`src/design/ncs_pkg.sv`:
```
package ncs_pkg;

  localparam int SAMPLE_WIDTH = 16;
  localparam int TDATA_W = ((SAMPLE_WIDTH + 7) / 8) * 8;
  localparam int SHIFT_IN = 25 - SAMPLE_WIDTH;
  localparam int FRAC = 24;
  localparam int WQ_W = SAMPLE_WIDTH + SHIFT_IN;
  localparam int ST_W = 32;
  localparam int ACC_W = 36;
  localparam int OP_W = 36;
  localparam int C_W = 27;
  localparam int P_W = OP_W + C_W;
  localparam int R_W = P_W - FRAC;
  localparam int NUM_SEC = 6;
  localparam int PC_W = 5;

  typedef logic signed [ST_W-1:0] state_word_t;
  typedef logic signed [C_W-1:0] coef_word_t;
  typedef logic signed [R_W-1:0] rnd_word_t;

  typedef enum logic [1:0] {
    COLOR_WHITE = 2'd0,
    COLOR_PINK  = 2'd1,
    COLOR_BROWN = 2'd2,
    COLOR_SPARE = 2'd3
  } color_t;

  typedef enum logic [2:0] {
    A_SEC   = 3'd0,
    A_W     = 3'd1,
    A_ACC   = 3'd2,
    A_BROWN = 3'd3,
    A_TMP   = 3'd4
  } a_sel_t;

  typedef enum logic [4:0] {
    C_POLE0, C_POLE1, C_POLE2, C_POLE3, C_POLE4, C_POLE5,
    C_GAIN0, C_GAIN1, C_GAIN2, C_GAIN3, C_GAIN4, C_GAIN5,
    C_DIRECT, C_OUTGAIN, C_TAP, C_BROWN_IN, C_BROWN_LEAK, C_BROWN_GAIN
  } coef_t;

  typedef enum logic [2:0] {
    ACT_NONE     = 3'd0,
    ACT_LOAD_TMP = 3'd1,
    ACT_SEC_WR   = 3'd2,
    ACT_ACC_ADD  = 3'd3,
    ACT_TAP_WR   = 3'd4,
    ACT_BROWN_T  = 3'd5,
    ACT_BROWN_WR = 3'd6,
    ACT_OUT      = 3'd7
  } act_t;

  typedef enum logic [1:0] {
    SEQ_WAIT = 2'd0,
    SEQ_NEXT = 2'd1,
    SEQ_DONE = 2'd2,
    SEQ_RAW  = 2'd3
  } seq_t;

  typedef struct packed {
    a_sel_t     a_sel;
    logic       mul_en;
    coef_t      coef;
    logic [2:0] rd_sec;
    logic [2:0] wr_sec;
    act_t       act;
    seq_t       seq;
  } uword_t;

  typedef struct packed {
    uword_t uw;
    logic   start;
    logic   advance;
  } ctl_t;

  localparam logic [PC_W-1:0] PC_WAIT = PC_W'(0);
  localparam logic [PC_W-1:0] PC_PINK = PC_W'(1);
  localparam logic [PC_W-1:0] PC_BROWN = PC_W'(17);
  localparam logic [PC_W-1:0] PC_WHITE = PC_W'(23);

  function automatic coef_word_t coef_value(input coef_t c);
    coef_word_t v;
    unique case (c)
      C_POLE0:      v = 27'sd16758090;
      C_POLE1:      v = 27'sd16665144;
      C_POLE2:      v = 27'sd16257122;
      C_POLE3:      v = 27'sd14537458;
      C_POLE4:      v = 27'sd9227469;
      C_POLE5:      v = -27'sd12777528;
      C_GAIN0:      v = 27'sd931436;
      C_GAIN1:      v = 27'sd1259565;
      C_GAIN2:      v = 27'sd2581208;
      C_GAIN3:      v = 27'sd5209084;
      C_GAIN4:      v = 27'sd8941454;
      C_GAIN5:      v = -27'sd283501;
      C_DIRECT:     v = 27'sd8995943;
      C_OUTGAIN:    v = 27'sd1845494;
      C_TAP:        v = 27'sd1944918;
      C_BROWN_IN:   v = 27'sd335544;
      C_BROWN_LEAK: v = 27'sd16448251;
      C_BROWN_GAIN: v = 27'sd58720256;
      default:      v = '0;
    endcase
    return v;
  endfunction

  function automatic uword_t mk_uw(input a_sel_t a, input logic m, input coef_t c,
                                   input int rd, input int wr, input act_t act,
                                   input seq_t sq);
    uword_t u;
    u.a_sel = a;
    u.mul_en = m;
    u.coef = c;
    u.rd_sec = 3'(rd);
    u.wr_sec = 3'(wr);
    u.act = act;
    u.seq = sq;
    return u;
  endfunction

  function automatic uword_t ucode(input logic [PC_W-1:0] pc);
    uword_t u;
    unique case (pc)
      5'd0:  u = mk_uw(A_W, 1'b0, C_TAP, 0, 0, ACT_NONE, SEQ_WAIT);
      5'd1:  u = mk_uw(A_SEC, 1'b1, C_POLE0, 0, 0, ACT_NONE, SEQ_NEXT);
      5'd2:  u = mk_uw(A_W, 1'b1, C_GAIN0, 0, 0, ACT_LOAD_TMP, SEQ_NEXT);
      5'd3:  u = mk_uw(A_SEC, 1'b1, C_POLE1, 1, 0, ACT_SEC_WR, SEQ_NEXT);
      5'd4:  u = mk_uw(A_W, 1'b1, C_GAIN1, 0, 0, ACT_LOAD_TMP, SEQ_NEXT);
      5'd5:  u = mk_uw(A_SEC, 1'b1, C_POLE2, 2, 1, ACT_SEC_WR, SEQ_NEXT);
      5'd6:  u = mk_uw(A_W, 1'b1, C_GAIN2, 0, 0, ACT_LOAD_TMP, SEQ_NEXT);
      5'd7:  u = mk_uw(A_SEC, 1'b1, C_POLE3, 3, 2, ACT_SEC_WR, SEQ_NEXT);
      5'd8:  u = mk_uw(A_W, 1'b1, C_GAIN3, 0, 0, ACT_LOAD_TMP, SEQ_NEXT);
      5'd9:  u = mk_uw(A_SEC, 1'b1, C_POLE4, 4, 3, ACT_SEC_WR, SEQ_NEXT);
      5'd10: u = mk_uw(A_W, 1'b1, C_GAIN4, 0, 0, ACT_LOAD_TMP, SEQ_NEXT);
      5'd11: u = mk_uw(A_SEC, 1'b1, C_POLE5, 5, 4, ACT_SEC_WR, SEQ_NEXT);
      5'd12: u = mk_uw(A_W, 1'b1, C_GAIN5, 0, 0, ACT_LOAD_TMP, SEQ_NEXT);
      5'd13: u = mk_uw(A_W, 1'b1, C_DIRECT, 0, 5, ACT_SEC_WR, SEQ_NEXT);
      5'd14: u = mk_uw(A_W, 1'b1, C_TAP, 0, 0, ACT_ACC_ADD, SEQ_NEXT);
      5'd15: u = mk_uw(A_ACC, 1'b1, C_OUTGAIN, 0, 0, ACT_TAP_WR, SEQ_NEXT);
      5'd16: u = mk_uw(A_W, 1'b0, C_OUTGAIN, 0, 0, ACT_OUT, SEQ_DONE);
      5'd17: u = mk_uw(A_W, 1'b1, C_BROWN_IN, 0, 0, ACT_NONE, SEQ_NEXT);
      5'd18: u = mk_uw(A_W, 1'b0, C_BROWN_IN, 0, 0, ACT_BROWN_T, SEQ_NEXT);
      5'd19: u = mk_uw(A_TMP, 1'b1, C_BROWN_LEAK, 0, 0, ACT_NONE, SEQ_NEXT);
      5'd20: u = mk_uw(A_W, 1'b0, C_BROWN_LEAK, 0, 0, ACT_BROWN_WR, SEQ_NEXT);
      5'd21: u = mk_uw(A_BROWN, 1'b1, C_BROWN_GAIN, 0, 0, ACT_NONE, SEQ_NEXT);
      5'd22: u = mk_uw(A_W, 1'b0, C_BROWN_GAIN, 0, 0, ACT_OUT, SEQ_DONE);
      5'd23: u = mk_uw(A_W, 1'b0, C_TAP, 0, 0, ACT_OUT, SEQ_RAW);
      default: u = mk_uw(A_W, 1'b0, C_TAP, 0, 0, ACT_NONE, SEQ_DONE);
    endcase
    return u;
  endfunction

  function automatic rnd_word_t round_prod(input logic signed [P_W-1:0] p);
    logic signed [P_W-1:0] t;
    t = p + (P_W'(1) <<< (FRAC - 1));
    return t[P_W-1:FRAC];
  endfunction

  function automatic state_word_t sat32(input logic signed [R_W:0] x);
    logic signed [R_W:0] hi;
    logic signed [R_W:0] lo;
    state_word_t v;
    hi = (R_W+1)'(32'h7fff_ffff);
    lo = -hi - (R_W+1)'(1);
    if (x > hi) begin
      v = hi[ST_W-1:0];
    end else if (x < lo) begin
      v = lo[ST_W-1:0];
    end else begin
      v = x[ST_W-1:0];
    end
    return v;
  endfunction

  function automatic logic [SAMPLE_WIDTH-1:0] to_sample(input rnd_word_t y);
    logic signed [R_W:0] t;
    logic signed [R_W:0] v;
    logic signed [R_W:0] hi;
    logic signed [R_W:0] lo;
    logic [SAMPLE_WIDTH-1:0] s;
    hi = (R_W+1)'((64'd1 << (SAMPLE_WIDTH - 1)) - 64'd1);
    lo = -hi - (R_W+1)'(1);
    t = {y[R_W-1], y} + ((R_W+1)'(1) <<< (SHIFT_IN - 1));
    v = t >>> SHIFT_IN;
    if (v > hi) begin
      s = hi[SAMPLE_WIDTH-1:0];
    end else if (v < lo) begin
      s = lo[SAMPLE_WIDTH-1:0];
    end else begin
      s = v[SAMPLE_WIDTH-1:0];
    end
    return s;
  endfunction

endpackage

```
`src/design/ncs_useq.sv`:
```
module ncs_useq (
  input  logic          clk,
  input  logic          rst,
  input  logic          cfg_wen,
  input  logic [1:0]    cfg_wdata,
  input  logic          in_valid,
  output logic          in_ready,
  input  logic          out_free,
  output ncs_pkg::ctl_t ctl
);
  import ncs_pkg::*;

  logic [PC_W-1:0] pc;
  logic [PC_W-1:0] pc_next;
  color_t          color;
  uword_t          uw;
  logic            start;
  logic            advance;
  logic [PC_W-1:0] entry;

  assign uw = ucode(pc);
  assign in_ready = (uw.seq == SEQ_WAIT);
  assign start = in_valid && in_ready;
  assign advance = !((uw.act == ACT_OUT) && !out_free);

  always_comb begin
    unique case (color)
      COLOR_PINK:  entry = PC_PINK;
      COLOR_BROWN: entry = PC_BROWN;
      default:     entry = PC_WHITE;
    endcase
  end

  always_comb begin
    pc_next = pc;
    unique case (uw.seq)
      SEQ_WAIT: begin
        if (start) begin
          pc_next = entry;
        end
      end
      SEQ_NEXT: begin
        if (advance) begin
          pc_next = pc + PC_W'(1);
        end
      end
      SEQ_DONE, SEQ_RAW: begin
        if (advance) begin
          pc_next = PC_WAIT;
        end
      end
      default: pc_next = PC_WAIT;
    endcase
  end

  always_ff @(posedge clk) begin
    if (rst) begin
      pc <= PC_WAIT;
      color <= COLOR_PINK;
    end else begin
      pc <= pc_next;
      if (cfg_wen) begin
        color <= color_t'(cfg_wdata);
      end
    end
  end

  assign ctl.uw = uw;
  assign ctl.start = start;
  assign ctl.advance = advance;

endmodule

```
`src/design/ncs_datapath.sv`:
```
module ncs_datapath (
  input  logic                              clk,
  input  logic                              rst,
  input  ncs_pkg::ctl_t                     ctl,
  input  logic [ncs_pkg::SAMPLE_WIDTH-1:0]  in_sample,
  input  logic                              in_last,
  output logic                              out_free,
  output logic                              out_valid,
  input  logic                              out_ready,
  output logic [ncs_pkg::SAMPLE_WIDTH-1:0]  out_sample,
  output logic                              out_last
);
  import ncs_pkg::*;

  state_word_t                 sections [NUM_SEC];
  state_word_t                 tap;
  state_word_t                 brown;
  logic signed [ACC_W-1:0]     acc;
  rnd_word_t                   tmp;
  logic signed [P_W-1:0]       prod;
  logic [SAMPLE_WIDTH-1:0]     sample;
  logic                        last;
  logic signed [WQ_W-1:0]      w;
  logic signed [OP_W-1:0]      a_op;
  state_word_t                 sec_rd;
  rnd_word_t                   r;
  state_word_t                 sec_new;
  logic                        step;
  logic                        fire_out;

  assign w = {sample, {SHIFT_IN{1'b0}}};
  assign sec_rd = sections[ctl.uw.rd_sec];
  assign r = round_prod(prod);
  assign sec_new = sat32({tmp[R_W-1], tmp} + {r[R_W-1], r});
  assign step = ctl.advance && !ctl.start;
  assign out_free = !out_valid || out_ready;
  assign fire_out = step && (ctl.uw.act == ACT_OUT);

  always_comb begin
    unique case (ctl.uw.a_sel)
      A_SEC:   a_op = OP_W'(sec_rd);
      A_W:     a_op = OP_W'(w);
      A_ACC:   a_op = acc;
      A_BROWN: a_op = OP_W'(brown);
      A_TMP:   a_op = tmp[OP_W-1:0];
      default: a_op = '0;
    endcase
  end

  always_ff @(posedge clk) begin
    if (ctl.start) begin
      sample <= in_sample;
      last <= in_last;
      acc <= ACC_W'(tap);
    end
    if (step && ctl.uw.mul_en) begin
      prod <= a_op * coef_value(ctl.uw.coef);
    end
    if (step) begin
      unique case (ctl.uw.act)
        ACT_LOAD_TMP: tmp <= r;
        ACT_SEC_WR: acc <= acc + ACC_W'(sec_new);
        ACT_ACC_ADD: acc <= acc + ACC_W'(r);
        ACT_BROWN_T: tmp <= R_W'(brown) + r;
        default: ;
      endcase
    end
    if (fire_out) begin
      out_sample <= (ctl.uw.seq == SEQ_RAW) ? sample : to_sample(r);
      out_last <= last;
    end
  end

  always_ff @(posedge clk) begin
    if (rst) begin
      for (int k = 0; k < NUM_SEC; k++) begin
        sections[k] <= '0;
      end
      tap <= '0;
      brown <= '0;
      out_valid <= 1'b0;
    end else begin
      if (step && (ctl.uw.act == ACT_SEC_WR)) begin
        sections[ctl.uw.wr_sec] <= sec_new;
      end
      if (step && (ctl.uw.act == ACT_TAP_WR)) begin
        tap <= sat32({r[R_W-1], r});
      end
      if (step && (ctl.uw.act == ACT_BROWN_WR)) begin
        brown <= sat32({r[R_W-1], r});
      end
      if (fire_out) begin
        out_valid <= 1'b1;
      end else if (out_ready) begin
        out_valid <= 1'b0;
      end
    end
  end

endmodule

```
`src/design/noise_color_shaper.sv`:
```
// Colors a stream of white-noise samples, one channel, signed Q1.15 in and out.
// The slave stream carries one white sample per item in tdata and a buffer-end
// flag in tlast; the master stream returns one colored sample per item with the
// same tlast. The color is set through cfg_wen and cfg_wdata: 0 white, 1 pink,
// 2 brown, 3 acts as white. Write it only while no item is in flight.
// A small microcode program drives one shared 36 x 27 bit multiplier; each step
// issues at most one product, which is registered before it is used.
// Pink takes 16 steps plus one idle step, brown 6 steps and white 1, each also
// plus the idle step; the result is registered at the program's output step.
// The next item is taken once the program returns to its wait step; only one
// item is in work at a time, and the program's step count sets the rate unless
// the program holds at its output step.
// The result waits in an output register, and a new item can be accepted while
// it does. If the receiver stalls long enough that the next result is ready
// before the old one is taken, the program holds at its output step.
// Reset selects pink and clears all filter and integrator state.
module noise_color_shaper (
  input  logic                         clk,
  input  logic                         rst,
  input  logic                         cfg_wen,
  input  logic [1:0]                   cfg_wdata,
  input  logic                         s_axis_tvalid,
  output logic                         s_axis_tready,
  input  logic [ncs_pkg::TDATA_W-1:0]  s_axis_tdata,   // white_sample
  input  logic                         s_axis_tlast,
  output logic                         m_axis_tvalid,
  input  logic                         m_axis_tready,
  output logic [ncs_pkg::TDATA_W-1:0]  m_axis_tdata,   // noise_out
  output logic                         m_axis_tlast
);
  import ncs_pkg::*;

  ctl_t                    ctl;
  logic                    out_free;
  logic [SAMPLE_WIDTH-1:0] out_sample;

  ncs_useq u_useq (
    .clk       (clk),
    .rst       (rst),
    .cfg_wen   (cfg_wen),
    .cfg_wdata (cfg_wdata),
    .in_valid  (s_axis_tvalid),
    .in_ready  (s_axis_tready),
    .out_free  (out_free),
    .ctl       (ctl)
  );

  ncs_datapath u_datapath (
    .clk        (clk),
    .rst        (rst),
    .ctl        (ctl),
    .in_sample  (s_axis_tdata[SAMPLE_WIDTH-1:0]),
    .in_last    (s_axis_tlast),
    .out_free   (out_free),
    .out_valid  (m_axis_tvalid),
    .out_ready  (m_axis_tready),
    .out_sample (out_sample),
    .out_last   (m_axis_tlast)
  );

  assign m_axis_tdata = TDATA_W'(out_sample);

endmodule

```
`config.mk`:
```
export PLATFORM = sky130hd
export DESIGN_NAME = noise_color_shaper
export DESIGN_NICKNAME = d
export VERILOG_FILES = /design/src/design/ncs_pkg.sv /design/src/design/ncs_useq.sv /design/src/design/ncs_datapath.sv /design/src/design/noise_color_shaper.sv
export SDC_FILE = /design/constraint.sdc
export NUM_CORES = 2
export LEC_CHECK = 0
export ABC_AREA = 0
export BUFFER_PORTS_ARGS = -buffer_cell sky130_fd_sc_hd__buf_2
export CAP_MARGIN = 20
export CORE_UTILIZATION = 50
export CTS_BUF_LIST = sky130_fd_sc_hd__clkbuf_4
export CTS_CLUSTER_DIAMETER = 30
export DETAILED_ROUTE_END_ITERATION = 7
export GPL_ROUTABILITY_DRIVEN = 0
export PLACE_DENSITY = 0.69
export SETUP_SLACK_MARGIN = 0.05
export SLEW_MARGIN = 20
export SYNTH_ARGS = -nofsm -noshare
export SYNTH_HDL_FRONTEND = slang
export SYNTH_SLANG_ARGS = --single-unit
```
`constraint.sdc`:
```
create_clock -name clk -period 10.65 [get_ports clk]
set_clock_uncertainty 0.1 [all_clocks]
set_input_delay 0.5325 -clock clk [delete_from_list [all_inputs] [get_ports clk]]
set_output_delay 0.5325 -clock clk [all_outputs]
set_load 0.01 [all_outputs]
```
==> results.ini <==
[timing]
fmaxAchievable_ghz = 0.0988
tightest_slew_ns = 1.11
period_needed_ns = 10.12
final_max_slew_viol_count = 0
tns_ns = 0
fin_crit_sh = 0.950
setup_viol = 0
slew_headroom = 0.250
rsz0062_at_grt = false
hold_violations = 0
holdWs_ns = 0.110

[clock_tree]
htree_levels = 4
cts_buffers = 143
path_clk_slew_ns = 0.08
cts_buffer_depth = 3
cts_tree = yes
cts_num_sinks = 497
root_buffer = clkbuf_4
clk_latency_ns = 1.02

[route]
drt_iter0_markers = 5041
drcViolationCount = 9
drt-wirelength-per-cell_um = 22.4
via_per_inst = 5.94
ant_nets = 0
wirelength_mm = 187
drtPass1Iterations = 8
route.vias.total = 49500

[floorplanning]
rows = 129
io_pins = 43
dieArea_um2 = 126000
start_util = 0.503
core_area_um2 = 124000
dieHeight_um = 355
fp.dieW_um = 355

[finish]
nFillCells = 11100
drive_gt1_frac = 0.100
nets = 7897
area_growth_pct = 7.53
utilization = 0.541

[synthesis]
ys.flop_type = edfxtp_1
ys_seq_area_frac = 0.219
syn_inst = 6540
synthMuxAreaShare = 0.0355
avgSynthCellArea_um2 = 9.51
synth_edf_count = 369
synth-xor-area-share = 0.0290
yosysTopAreaCellShare = 0.317
synth_top_cell_by_area = fa_1
synth-seq-cells = 497
synth_nets = 7858
synth-adder-area-share = 0.379
synth_compound_area_frac = 0.106
ys_async_sr_fraction = 0
yosys-top-cells-area = fa_1 (32%), edfxtp_1 (18%), inv_1 (6.3%), ha_1 (6.2%), nand2_1 (6.0%)
synth_common_cells = inv_1 (1039), nand2_1 (995), fa_1 (986)
yosysMostFrequentCell = inv_1
yosysWarningCount = 0
syn_area_um2 = 62200
synth_top_family_by_area = adder cells
synth_cell_types = 104
yosys.area_share.simple = 0.147

[critical_path]
path_max_fanout = 10
max_stage_delay_ns = 0.90
critical_path_class = register to register
worst_path_most_repeated_cell = o21ai_0
cp.required_ns = 11.46
critical_path.slowest_cell = a21oi_1
cp.arrival_ns = 10.93
end_kind = register
cp-start-kind = register
rr_worst_depth = 32

[place]
dp_hpwl_mm = 147
port_buffers = 42

[global_route]
grt_antenna_before_repair = 10
track_usage = 0.301
grt_overflow = 0
grt_max_degree = 79
grt_pass1_vias = 50100
grt_first_pass_wirelength_mm = 290

[worst_hold_path]
worstHoldPathType = input port to register
hold_depth = 3

[run]
cap_violations = 0

[outcome]
violations = design-rule violations
status = finished with violations

==> routing by layer <==
layer  part of all wire  GRT usage
met2               0.47      0.478
met1               0.39      0.396
met4              0.050      0.142
met5            0.00043          0
met3              0.093     0.0610
==> final timing paths <==
| check | from | endpoint | slack (ns) |
|---|---|---|---|
| min reg2reg | u_datapath.last$_DFFE_PP_ | u_datapath.out_last$_DFFE_PP_ | 0.32 |
| max reg2reg | u_datapath.prod[23]$_DFFE_PP_ | u_datapath.acc[35]$_DFF_P_ | 0.53 |
| min | rst | u_useq.color[1]$_SDFFE_PP0P_ | 0.11 |
| max | u_datapath.prod[23]$_DFFE_PP_ | u_datapath.acc[35]$_DFF_P_ | 0.53 |
==> sequential cells by signal, indices dropped and copies added (netlist names) <==
signal,flops
u_datapath.sections,256
u_datapath.prod,40
u_datapath.tmp,39
u_datapath.acc,36
u_datapath.brown,32
u_datapath.tap,32
u_useq.uw,20
u_datapath.out_sample,16
u_datapath.sample,16
u_useq.pc,5
u_useq.color,2
u_datapath.last,1
u_datapath.out_last,1
u_datapath.out_valid,1
==> cell type report <==
type                            instances  area [um2]  area share
Clock buffer                          193        1450      0.0217
Tap cell                             1637        2050      0.0306
Multi-Input combinational cell       4660       43700       0.653
Clock inverter                         64         414     0.00619
Antenna cell                            4        10.0    0.000150
Timing Repair Buffer                  232        1730      0.0259
Inverter                             1045        3930      0.0587
Sequential cell                       497       13700       0.204
==> kinds of logic (layout without fill, tap and decap cells) <==
logic type,count (synthesis),after routing
AO/OA/AOI/OAI,995,995
XOR/XNOR,204,204
adder cells (fa/ha/maj),1294,1294
buffers and inverters,1383,1534
flip-flops,497,497
multiplexers,139,139
other,0,4
AND/OR/NAND/NOR,2028,2028
==> critical path, delay by kind of cell, from the launching register on <==
kind            cells  cell delay, ns
xor+xnor            2            0.67
simple gates        8            1.94
compound gates     18            5.55
fa+ha+maj           3            1.09
flops               1            0.39
buf+inv             1            0.30
==> cells in the final DEF (no fill, tap or decap), types with 27 or more instances in the layout <==
cell         n
a211oi_1    74
a21o_1     100
a21oi_1    295
a221o_1     36
a31oi_1     52
and2_1      65
and3_1      34
buf_2       42
buf_4      164
clkbuf_4   193
clkinv_1    40
dfxtp_1    122
edfxtp_1   369
fa_1       986
ha_1       308
inv_1     1038
mux2_2      35
mux2i_1     42
mux4_2      62
nand2_1    995
nand2b_1    44
nand3_1    111
nand4_1     34
nor2_1     420
nor2b_1    105
nor3_1      67
nor4_1      29
o21a_1      27
o21ai_0    131
o21ai_2     34
or2_2       27
xnor2_1    118
xor2_1      84
==> metrics by stage <==
stage          area (um2)  setup slack (ns)  cells
2_1_floorplan       62200             0.834   6540
3_3_place_gp        64800             0.681   8046
3_5_place_dp        64800             0.525   8046
4_1_cts             66900             0.481   8326
5_1_grt             66900            0.0510   8330
6_report            66900             0.532   8332
==> timing repair <==
| action | in CTS | in global routing |
|---|---|---|
| hold buffers | 23 | 0 |
| setup buffers | 0 | 2 |
| resized for setup | 0 | 4 |
| endpoints found under the setup margin | 0 | 6 |
| endpoints found under the hold margin | 23 | 0 |
Power is left out: the tool's default activity adds up to more than one toggle a clock period on the data nets, which glitch-free logic cannot reach.
